<file path="src/rsm_pkg.sv">
// Shared types and fixed widths for the ring/stripe moire pixel shader.
// Used by the square-root pipeline and by the top level; no dependencies.
`timescale 1ns / 1ps
`default_nettype none

package rsm_pkg;

	// Squared half-pixel distance, widest at a 1024 px screen.
	localparam int unsigned D4_W = 22;
	// Radicand d4 << 14 so that the root carries 7 fractional bits (8 in whole pixels).
	localparam int unsigned RAD_PAD = 14;
	localparam int unsigned RAD_W = D4_W + RAD_PAD;
	localparam int unsigned ROOT_W = RAD_W / 2;
	localparam int unsigned REM_W = ROOT_W + 2;

	// Two root bits resolved per register stage.
	localparam int unsigned SQRT_STEPS = 2;
	localparam int unsigned SQRT_STAGES = ROOT_W / SQRT_STEPS;

	// Reciprocal of 255 for exact floor division of values below 2^16.
	localparam int unsigned DIV255_S = 24;
	localparam logic [16:0] DIV255_M = 17'd65794;

	typedef logic [7:0] cov8_t;

endpackage

`default_nettype wire

</file>
<file path="src/rsm_isqrt.sv">
// Pipelined integer square root: floor root and remainder of (d4 << 14).
// Depends on rsm_pkg for widths and stage count; data registers only.
`timescale 1ns / 1ps
`default_nettype none

module rsm_isqrt
	import rsm_pkg::*;
(
	input  wire logic              clk,
	input  wire logic              en,
	input  wire logic [D4_W-1:0]   radicand,
	output logic      [ROOT_W-1:0] root,
	output logic      [REM_W-1:0]  rem
);

	logic [RAD_W-1:0]  rad_q  [SQRT_STAGES-1];
	logic [ROOT_W-1:0] root_q [SQRT_STAGES];
	logic [REM_W-1:0]  rem_q  [SQRT_STAGES];

	for (genvar g = 0; g < SQRT_STAGES; g++) begin : g_stage
		logic [RAD_W-1:0]  rad_in;
		logic [ROOT_W-1:0] root_in;
		logic [REM_W-1:0]  rem_in;
		logic [RAD_W-1:0]  rad_nx;
		logic [ROOT_W-1:0] root_nx;
		logic [REM_W-1:0]  rem_nx;

		if (g == 0) begin : g_first
			assign rad_in  = {radicand, {RAD_PAD{1'b0}}};
			assign root_in = '0;
			assign rem_in  = '0;
		end else begin : g_next
			assign rad_in  = rad_q[g-1];
			assign root_in = root_q[g-1];
			assign rem_in  = rem_q[g-1];
		end

		always_comb begin
			logic [REM_W:0] acc;
			logic [REM_W:0] trial;
			rad_nx  = rad_in;
			root_nx = root_in;
			rem_nx  = rem_in;
			acc     = '0;
			trial   = '0;
			for (int s = 0; s < SQRT_STEPS; s++) begin
				// bring down the next two radicand bits, try root*4+1
				acc   = {rem_nx[REM_W-2:0], rad_nx[RAD_W-1 -: 2]};
				trial = (REM_W+1)'({root_nx, 2'b01});
				if (acc >= trial) begin
					rem_nx  = REM_W'(acc - trial);
					root_nx = {root_nx[ROOT_W-2:0], 1'b1};
				end else begin
					rem_nx  = REM_W'(acc);
					root_nx = {root_nx[ROOT_W-2:0], 1'b0};
				end
				rad_nx = {rad_nx[RAD_W-3:0], 2'b00};
			end
		end

		always_ff @(posedge clk) begin
			if (en) begin
				root_q[g] <= root_nx;
				rem_q[g]  <= rem_nx;
			end
		end

		if (g < SQRT_STAGES - 1) begin : g_rad
			always_ff @(posedge clk) begin
				if (en) begin
					rad_q[g] <= rad_nx;
				end
			end
		end
	end

	assign root = root_q[SQRT_STAGES-1];
	assign rem  = rem_q[SQRT_STAGES-1];

endmodule

`default_nettype wire

</file>
<file path="src/ring_stripe_moire_pixel_shader.sv">
// Top level of the ring/stripe moire pixel shader: pixel in, coverage out.
// Depends on rsm_pkg and rsm_isqrt.
`timescale 1ns / 1ps
`default_nettype none

// One pixel word per clock in and out while the output is not held. The depth
// comes from the square root (9 stages, two root bits each) followed by the
// reciprocal divisions for ring index, ring weight and the final 8-bit mixes.
// The whole pipe advances as one: it moves whenever the output register is
// empty or being taken, so pix_stall simply mirrors a held output word.
// cfg_ready is always high; write stripe_phase only while no pixel is in
// flight.

module ring_stripe_moire_pixel_shader
	import rsm_pkg::*;
#(
	parameter int SCREEN_WIDTH  = 240,
	parameter int SCREEN_HEIGHT = 240,
	parameter int RING_COUNT    = 19
) (
	input  wire logic        clk,
	input  wire logic        arst_n,
	input  wire logic        cfg_valid,
	output logic             cfg_ready,
	input  wire logic [15:0] cfg_data,
	input  wire logic        pix_valid,
	output logic             pix_stall,
	input  wire logic [7:0]  pixel_x,
	input  wire logic [7:0]  pixel_y,
	input  wire logic        end_of_frame,
	output logic             cov_valid,
	input  wire logic        cov_stall,
	output logic [7:0]       fg_coverage,
	output logic             frame_done
);

	localparam int LAST = 22;

	localparam logic [11:0] W12 = 12'(SCREEN_WIDTH);
	localparam logic [11:0] H12 = 12'(SCREEN_HEIGHT);
	localparam logic [35:0] RC36 = 36'(RING_COUNT);
	localparam logic [35:0] W2_36 = 36'(2 * SCREEN_WIDTH);
	localparam logic [35:0] HALF36 = 36'(64'(RING_COUNT) << 16);
	localparam logic [63:0] BIAS_B = ((64'd1 << 16) + 64'(SCREEN_WIDTH) - 64'd1)
		/ 64'(SCREEN_WIDTH);
	localparam logic [35:0] BIAS = 36'(BIAS_B * 64'(SCREEN_WIDTH) * 64'd131072);
	localparam logic [23:0] MW = 24'(((64'd1 << 27) + 64'(SCREEN_WIDTH) - 64'd1)
		/ 64'(SCREEN_WIDTH));
	localparam logic [26:0] RING_U = 27'(64'(SCREEN_WIDTH) << 16);
	localparam logic [23:0] UPX = 24'(64'(RING_COUNT) << 17);
	localparam logic [25:0] MKB = 26'(((64'd1 << 29) + 64'(SCREEN_WIDTH) - 64'd1)
		/ 64'(SCREEN_WIDTH));
	localparam logic [20:0] MRC = 21'(((64'd1 << 21) + 64'(RING_COUNT) - 64'd1)
		/ 64'(RING_COUNT));
	localparam logic [14:0] FULL = 15'(RING_COUNT * 256);
	localparam logic [20:0] RIM0 = 21'(SCREEN_WIDTH * 128 + 128);
	localparam logic [26:0] KB_OFF = 27'(SCREEN_WIDTH * 128);
	localparam logic [27:0] A_OFF = 28'(RING_COUNT * 128);
	localparam logic [14:0] KB_MAX = 15'(RING_COUNT - 1);

	// control
	logic            en;
	logic [LAST:1]   vld_q;
	logic [LAST:1]   eof_q;
	logic [15:0]     phase_q;

	// geometry
	logic signed [11:0] dx_s1, dy_s1;
	logic [19:0]        sqx_s2, sqy_s2;
	logic [35:0]        pu_s2;
	logic [D4_W-1:0]    d4_s3;
	logic [33:0]        ta_s3, tb_s3;

	// stripe path
	logic [40:0] prod_a, prod_b;
	logic [13:0] qa_s4, qb_s4;
	logic [16:0] tah_s4, tbh_s4, tal_s4, tbl_s4;
	logic [9:0]  fha_s5, fhb_s5;
	logic [16:0] tal_s5, tbl_s5;
	logic [3:0]  qd_s5, qd_s6;
	logic [26:0] fa, fb;
	logic [25:0] ca_s6, cb_s6;
	logic [31:0] cov_raw;
	logic [23:0] cov_s7;
	logic [14:0] cn_s8;
	logic [35:0] prod_c;
	cov8_t       c0_s9;
	cov8_t       c0_dly_q [10:18];

	// distance path
	logic [ROOT_W-1:0] sq_root;
	logic [REM_W-1:0]  sq_rem;
	logic [18:0]       dq_s13, dq_s14, dq_s15;
	logic [18:0]       nk8_s14;
	logic signed [20:0] rc_raw;
	logic [8:0]        rc_cl;
	cov8_t             m_s14;
	cov8_t             m_dly_q [15:20];
	logic [44:0]       prod_k;
	logic [14:0]       kb_s15;
	logic [27:0]       a_raw;
	logic [27:0]       a_s16;
	logic              odd_s16, rng_s16, rng_s17;
	logic [14:0]       ac, af;
	logic [14:0]       wn_s17;
	logic [35:0]       prod_w;
	cov8_t             w_s18;
	logic [15:0]       p_s19;
	logic [32:0]       prod_mix;
	cov8_t             mix_s20;
	logic [15:0]       fgp_s21;
	logic [32:0]       prod_fg;
	cov8_t             fg_s22;

	assign en        = !vld_q[LAST] || !cov_stall;
	assign pix_stall = !en;
	assign cfg_ready = 1'b1;

	always_ff @(posedge clk or negedge arst_n) begin
		if (!arst_n) begin
			vld_q   <= '0;
			phase_q <= '0;
		end else begin
			if (en) vld_q <= {vld_q[LAST-1:1], pix_valid};
			if (cfg_valid) phase_q <= cfg_data;
		end
	end

	always_ff @(posedge clk) begin
		if (en) eof_q <= {eof_q[LAST-1:1], end_of_frame};
	end

	// front: half-pixel offsets, squares, stripe position
	always_ff @(posedge clk) begin
		if (en) begin
			dx_s1  <= 12'({3'b000, pixel_x, 1'b1}) - W12;
			dy_s1  <= 12'({3'b000, pixel_y, 1'b1}) - H12;
			sqx_s2 <= 20'(dx_s1 * dx_s1);
			sqy_s2 <= 20'(dy_s1 * dy_s1);
			pu_s2  <= ((36'(dx_s1) * RC36) << 16) + 36'(phase_q) * W2_36;
			d4_s3  <= D4_W'(sqx_s2) + D4_W'(sqy_s2);
			// bias keeps both stripe ends non-negative; it cancels in the difference
			ta_s3  <= 34'(pu_s2 + HALF36 + BIAS);
			tb_s3  <= 34'(pu_s2 - HALF36 + BIAS);
		end
	end

	// stripe coverage: periods and in-period offsets of both interval ends
	assign prod_a = 41'(ta_s3[33:17]) * 41'(MW);
	assign prod_b = 41'(tb_s3[33:17]) * 41'(MW);
	assign fa = {fha_s5, tal_s5};
	assign fb = {fhb_s5, tbl_s5};
	assign cov_raw = 32'(qd_s6) * 32'(RING_U) + 32'(ca_s6) - 32'(cb_s6);
	assign prod_c = 36'(cn_s8) * 36'(MRC);

	always_ff @(posedge clk) begin
		if (en) begin
			qa_s4  <= prod_a[40:27];
			qb_s4  <= prod_b[40:27];
			tah_s4 <= ta_s3[33:17];
			tbh_s4 <= tb_s3[33:17];
			tal_s4 <= ta_s3[16:0];
			tbl_s4 <= tb_s3[16:0];

			fha_s5 <= 10'(25'(tah_s4) - 25'(qa_s4) * 25'(SCREEN_WIDTH));
			fhb_s5 <= 10'(25'(tbh_s4) - 25'(qb_s4) * 25'(SCREEN_WIDTH));
			tal_s5 <= tal_s4;
			tbl_s5 <= tbl_s4;
			qd_s5  <= 4'(qa_s4 - qb_s4);

			ca_s6 <= (fa >= RING_U) ? 26'(fa - RING_U) : '0;
			cb_s6 <= (fb >= RING_U) ? 26'(fb - RING_U) : '0;
			qd_s6 <= qd_s5;

			if (cov_raw[31]) begin
				cov_s7 <= '0;
			end else if (cov_raw > 32'(UPX)) begin
				cov_s7 <= UPX;
			end else begin
				cov_s7 <= cov_raw[23:0];
			end

			cn_s8 <= 15'((33'(cov_s7) * 33'd510 + 33'(UPX)) >> 18);
			c0_s9 <= cov8_t'(prod_c >> 21);

			c0_dly_q[10] <= c0_s9;
			for (int k = 11; k <= 18; k++) c0_dly_q[k] <= c0_dly_q[k-1];
		end
	end

	rsm_isqrt u_isqrt (
		.clk      (clk),
		.en       (en),
		.radicand (d4_s3),
		.root     (sq_root),
		.rem      (sq_rem)
	);

	// rim coverage from the rounded distance
	always_comb begin
		rc_raw = $signed(RIM0) - $signed(21'(dq_s13));
		if (rc_raw[20]) begin
			rc_cl = '0;
		end else if (rc_raw > 21'sd256) begin
			rc_cl = 9'd256;
		end else begin
			rc_cl = rc_raw[8:0];
		end
	end

	assign prod_k = 45'(nk8_s14) * 45'(MKB);
	assign a_raw = 28'(dq_s15) * 28'(RING_COUNT)
		- ((28'(kb_s15[5:0]) * 28'(SCREEN_WIDTH)) << 7) + A_OFF;

	always_comb begin
		if (a_s16[27]) begin
			ac = '0;
		end else if (a_s16 > 28'(FULL)) begin
			ac = FULL;
		end else begin
			ac = a_s16[14:0];
		end
		af = odd_s16 ? FULL - ac : ac;
	end

	assign prod_w   = 36'(wn_s17) * 36'(MRC);
	assign prod_mix = 33'(p_s19) * 33'(DIV255_M);
	assign prod_fg  = 33'(fgp_s21) * 33'(DIV255_M);

	always_ff @(posedge clk) begin
		if (en) begin
			// round half up on the remainder
			dq_s13 <= 19'(sq_root) + 19'(sq_rem > REM_W'(sq_root));

			nk8_s14 <= 19'((27'(dq_s13) * 27'(2 * RING_COUNT) + KB_OFF) >> 8);
			m_s14   <= cov8_t'((17'(rc_cl) * 17'd255 + 17'd128) >> 8);
			dq_s14  <= dq_s13;

			kb_s15 <= 15'(prod_k >> 29);
			dq_s15 <= dq_s14;

			a_s16   <= a_raw;
			odd_s16 <= kb_s15[0];
			rng_s16 <= (kb_s15 >= 15'd1) && (kb_s15 <= KB_MAX);

			wn_s17  <= 15'((24'(af) * 24'd510 + 24'(FULL)) >> 9);
			rng_s17 <= rng_s16;

			// outside the inner boundaries the ring weight is full
			w_s18 <= rng_s17 ? cov8_t'(prod_w >> 21) : 8'd255;

			p_s19 <= 16'(16'(c0_dly_q[18]) * 16'(8'd255 - w_s18))
				+ 16'(16'(8'd255 - c0_dly_q[18]) * 16'(w_s18)) + 16'd127;
			mix_s20 <= cov8_t'(prod_mix >> DIV255_S);
			fgp_s21 <= 16'(16'(mix_s20) * 16'(m_dly_q[20])) + 16'd127;
			fg_s22  <= cov8_t'(prod_fg >> DIV255_S);

			m_dly_q[15] <= m_s14;
			for (int k = 16; k <= 20; k++) m_dly_q[k] <= m_dly_q[k-1];
		end
	end

	assign cov_valid   = vld_q[LAST];
	assign fg_coverage = fg_s22;
	assign frame_done  = eof_q[LAST];

endmodule

`default_nettype wire
</file>
<file path="config.mk">
export PLATFORM = sky130hd
export DESIGN_NAME = ring_stripe_moire_pixel_shader
export DESIGN_NICKNAME = d
export VERILOG_FILES = /design/src/rsm_pkg.sv /design/src/rsm_isqrt.sv /design/src/ring_stripe_moire_pixel_shader.sv
export SDC_FILE = /design/constraint.sdc
export NUM_CORES = 2
export LEC_CHECK = 0
export BUFFER_PORTS_ARGS = -buffer_cell sky130_fd_sc_hd__buf_2
export CAP_MARGIN = 20
export CORE_AREA = 10 10 627 629
export DETAILED_ROUTE_END_ITERATION = 7
export DIE_AREA = 0 0 637 639
export GPL_ROUTABILITY_DRIVEN = 0
export PLACE_DENSITY_LB_ADDON = 0.25
export SYNTH_ARGS = -nofsm -noshare
export SYNTH_HDL_FRONTEND = slang
export SYNTH_SLANG_ARGS = --single-unit
</file>
<file path="constraint.sdc">
create_clock -name clk -period 48.6 [get_ports clk]
set_input_delay 4.86 -clock clk [delete_from_list [all_inputs] [get_ports clk]]
set_output_delay 4.86 -clock clk [all_outputs]
set_load 0.02 [all_outputs]
</file>
==> impl_results.md <==
- Status: finished with violations
- Violated checks: design-rule violations
- CP arrival: 5.57 ns
- CTS tree: done
- Mean Syn Cell Area: 10.9 um^2
- Layout fillers: 39500
- Die ar.: 407000 um^2
- Vias: 59600
- Post-synthesis sequential area ratio: 30.7%
- Largest family of logic cells by synthesized area: adder cells
- Tcrit/Tclk final: 21.5%
- Max-Slew Margin vs Limit: 20.8%
- GR Util All Layers: 9.33%
- #FFs+latches synth: 974
- Worst Tran Pin Value: 1.16 ns
- Final Setup Violations: 0
- Postcts setup bufs: 0
- Core area: 381000 um^2
- Hold Path Class: reg2reg
- Antenna Cells: 0
- Port Buf Inserts: 48
- Maxcap violations: 0
- Ys Warns: 0
- Yosys top cell by area: edfxtp_1
- Share of the synthesized area in the top cell type: 29.7%
- Num CTS Buffers: 134
- First-pass DRT Iterations: 7
- DRC violations left: 1
- Worst-path fanout max: 4
- Mapped Cells: 8673
- Synth Area in Compound Gates: 8.75%
- Layout cells sized above 1: 4.85%
- Async S/R FF share, synth: 3.90%
- CTS max path bufs: 4
- Initial core utilization: 24.8%
- Pin count of the biggest net entering global routing: 163
- Vias in the first global route: 64900
- Worst-Skew Late Latency: 0.82 ns
- Initial antenna violation count: 0
- Width of the die: 637 um
- Final WS setup: 38.17 ns
- DPL Wire Length: 153000 um
- Distinct cells, synth: 93
- GRT overflow: 0
- Crit path time final: 10.43 ns
- Routed WL per cell: 13.6 um
- Post-route ant nets: 0
- Multiplexer share of the synthesized area: 1.20%
- Height of the die: 639 um
- # hold bufs at CTS: 0
- Post-Syn Area: 94600 um^2
- Critical path class: in2out
- Area contributors post-synth: edfxtp_1 30%, ha_1 20%, fa_1 18%
- Clock Skews: 0.0797 ns
- Iter 0 DRT Violations: 2209
- Adder-cell share of the synthesized area: 37.9%
- HP Start: u_isqrt.rad_q[0][27]
- CTS root buf: clkbuf_16
- Final wirelength: 190000 um
- H-tree levels: 4
- FP Rows: 227
- Area Overhead vs Synth: 11.5%
- Hold violation count in the final report: 0
- CP Launch Point: cov_stall
- Worst reg2reg path startpoint: a_s16[26]
- Startpoint types: input pin
- Vias per Instance: 4.27
- CP Capture Type: output port
- Simple-gate share of the synthesized area: 8.69%
- Post-synth EDFFs: 936
- # resized after CTS: 0
- Clock tree sinks: 974
- Fmax: 0.0959 GHz
- TNS Setup: 0 ns
- Pre-CTS WS: 38.18 ns
- Post-Synth XOR/XNOR Area: 5.97%
- Post-synth top flop: edfxtp_1
- RSZ-0062 raised after global routing: false
- Worst path required time: 43.74 ns
- First-pass GRT wire length: 324000 um
- Clock Pin Slew Worst Setup and Hold Paths: 0.06 ns
- Io pins: 50
- Final #Nets: 11200
- Slew Viols, Final: 0
==> per-layer routing <==
layer	share of wire, %	track usage, %	vias to the layer above
li1	-	-	29800
met1	46	11.8	29000
met2	49	16.6	598
met3	2.9	1.24	257
met4	2.5	2.49	0
met5	0	0	-
==> synth_stat cells (9+ instances only) <==
master,n
o21ai_0,247
nor4b_1,10
dfrtp_1,38
ha_1,1498
a211oi_1,32
or3_1,40
nor2b_1,147
a211o_1,14
nand2_1,402
and2_1,89
mux2i_1,28
fa_1,855
nand2b_1,96
a21boi_0,13
o31ai_1,37
a21oi_1,375
a2111oi_0,16
or2_2,43
nor4_1,54
o211ai_1,25
o21a_1,77
nand4_1,55
nor2_1,342
and3_1,34
a221o_1,10
or4_1,16
xor2_1,231
mux2_2,76
edfxtp_1,936
xnor2_1,411
o41ai_1,9
a31oi_1,45
clkbuf_1,78
and4_1,10
inv_1,1589
o2111ai_1,15
o21bai_1,66
o22ai_1,10
nand3_1,109
a21o_1,177
a31o_2,9
nor3_1,126
o31a_1,15
nor3b_1,18
==> through the flow <==
step	util (%)	hold WS, ns	cells	area (um^2)
after CTS	27.7	0.391	13900	105000
after global placement	26.5	0.400	13700	101000
after global routing	27.7	0.401	13900	105000
after detailed placement	26.5	0.405	13700	101000
after floorplan	-	0.400	8682	94600
final	27.7	0.388	13900	105000
==> critical path, stage by stage <==
cell     delay [ns]
buf_2          0.11
nand2_4        0.29
inv_1          0.08
buf_2          0.17
==> final timing paths <==
| kind | end | slack [ns] | cells past startpoint |
|---|---|---|---|
| worst min register to register | u_isqrt.rad_q[0][63] | 0.39 | 0 |
| max in group asynchronous | vld_q[11] | 43.89 | 1 |
| worst max register to register | wn_s17[14] | 39.04 | 29 |
| worst min-delay path | u_isqrt.rad_q[0][63] | 0.39 | 0 |
| worst max-delay path | pix_stall | 38.17 | 4 |
| min in group asynchronous | phase_q[1] | 4.17 | 1 |
==> area by class of cell <==
class                           instances  area (um^2)  share of cell area, %
Sequential cell                       974        29100                   27.5
Clock buffer                          158         3530                   3.34
Inverter                             1595         5990                   5.68
Tap cell                             5038         6300                   5.98
Multi-Input combinational cell       6020        59200                   56.2
Timing Repair Buffer                   80          509                  0.483
Clock inverter                         81          851                  0.807
==> cell usage in the layout, fill, tap and decap left out, types with 109 or more instances in the layout <==
| cell type | count |
|---|---|
| fa_1 | 855 |
| nor3_1 | 126 |
| a21oi_1 | 375 |
| xor2_1 | 231 |
| a21o_1 | 177 |
| nor2b_1 | 147 |
| clkbuf_16 | 138 |
| nand2_1 | 401 |
| inv_1 | 1589 |
| nor2_1 | 342 |
| xnor2_1 | 411 |
| ha_1 | 1498 |
| o21ai_0 | 247 |
| edfxtp_1 | 936 |
| nand3_1 | 109 |
==> flip-flops by register name, indices dropped and copies added (netlist names), 21 cells and up <==
signal	cells
c0_dly_q	72
ta_s3	29
u_isqrt.rad_q	40
eof_q	22
m_dly_q	48
ca_s6	21
u_isqrt.root_q	90
cb_s6	21
pu_s2	28
u_isqrt.rem_q	154
vld_q	22
a_s16	26
==> cell families after synthesis <==
kind of cell / Yosys count
flip-flops: 974
multiplexers: 104
XOR/XNOR: 643
adder cells (fa/ha/maj): 2357
buffers and inverters: 1688
AND/OR/NAND/NOR: 1626
other: 2
AO/OA/AOI/OAI: 1279
Power is not shown: default switching activity piles up to over one toggle a cycle in this logic, so the estimate is an artifact.
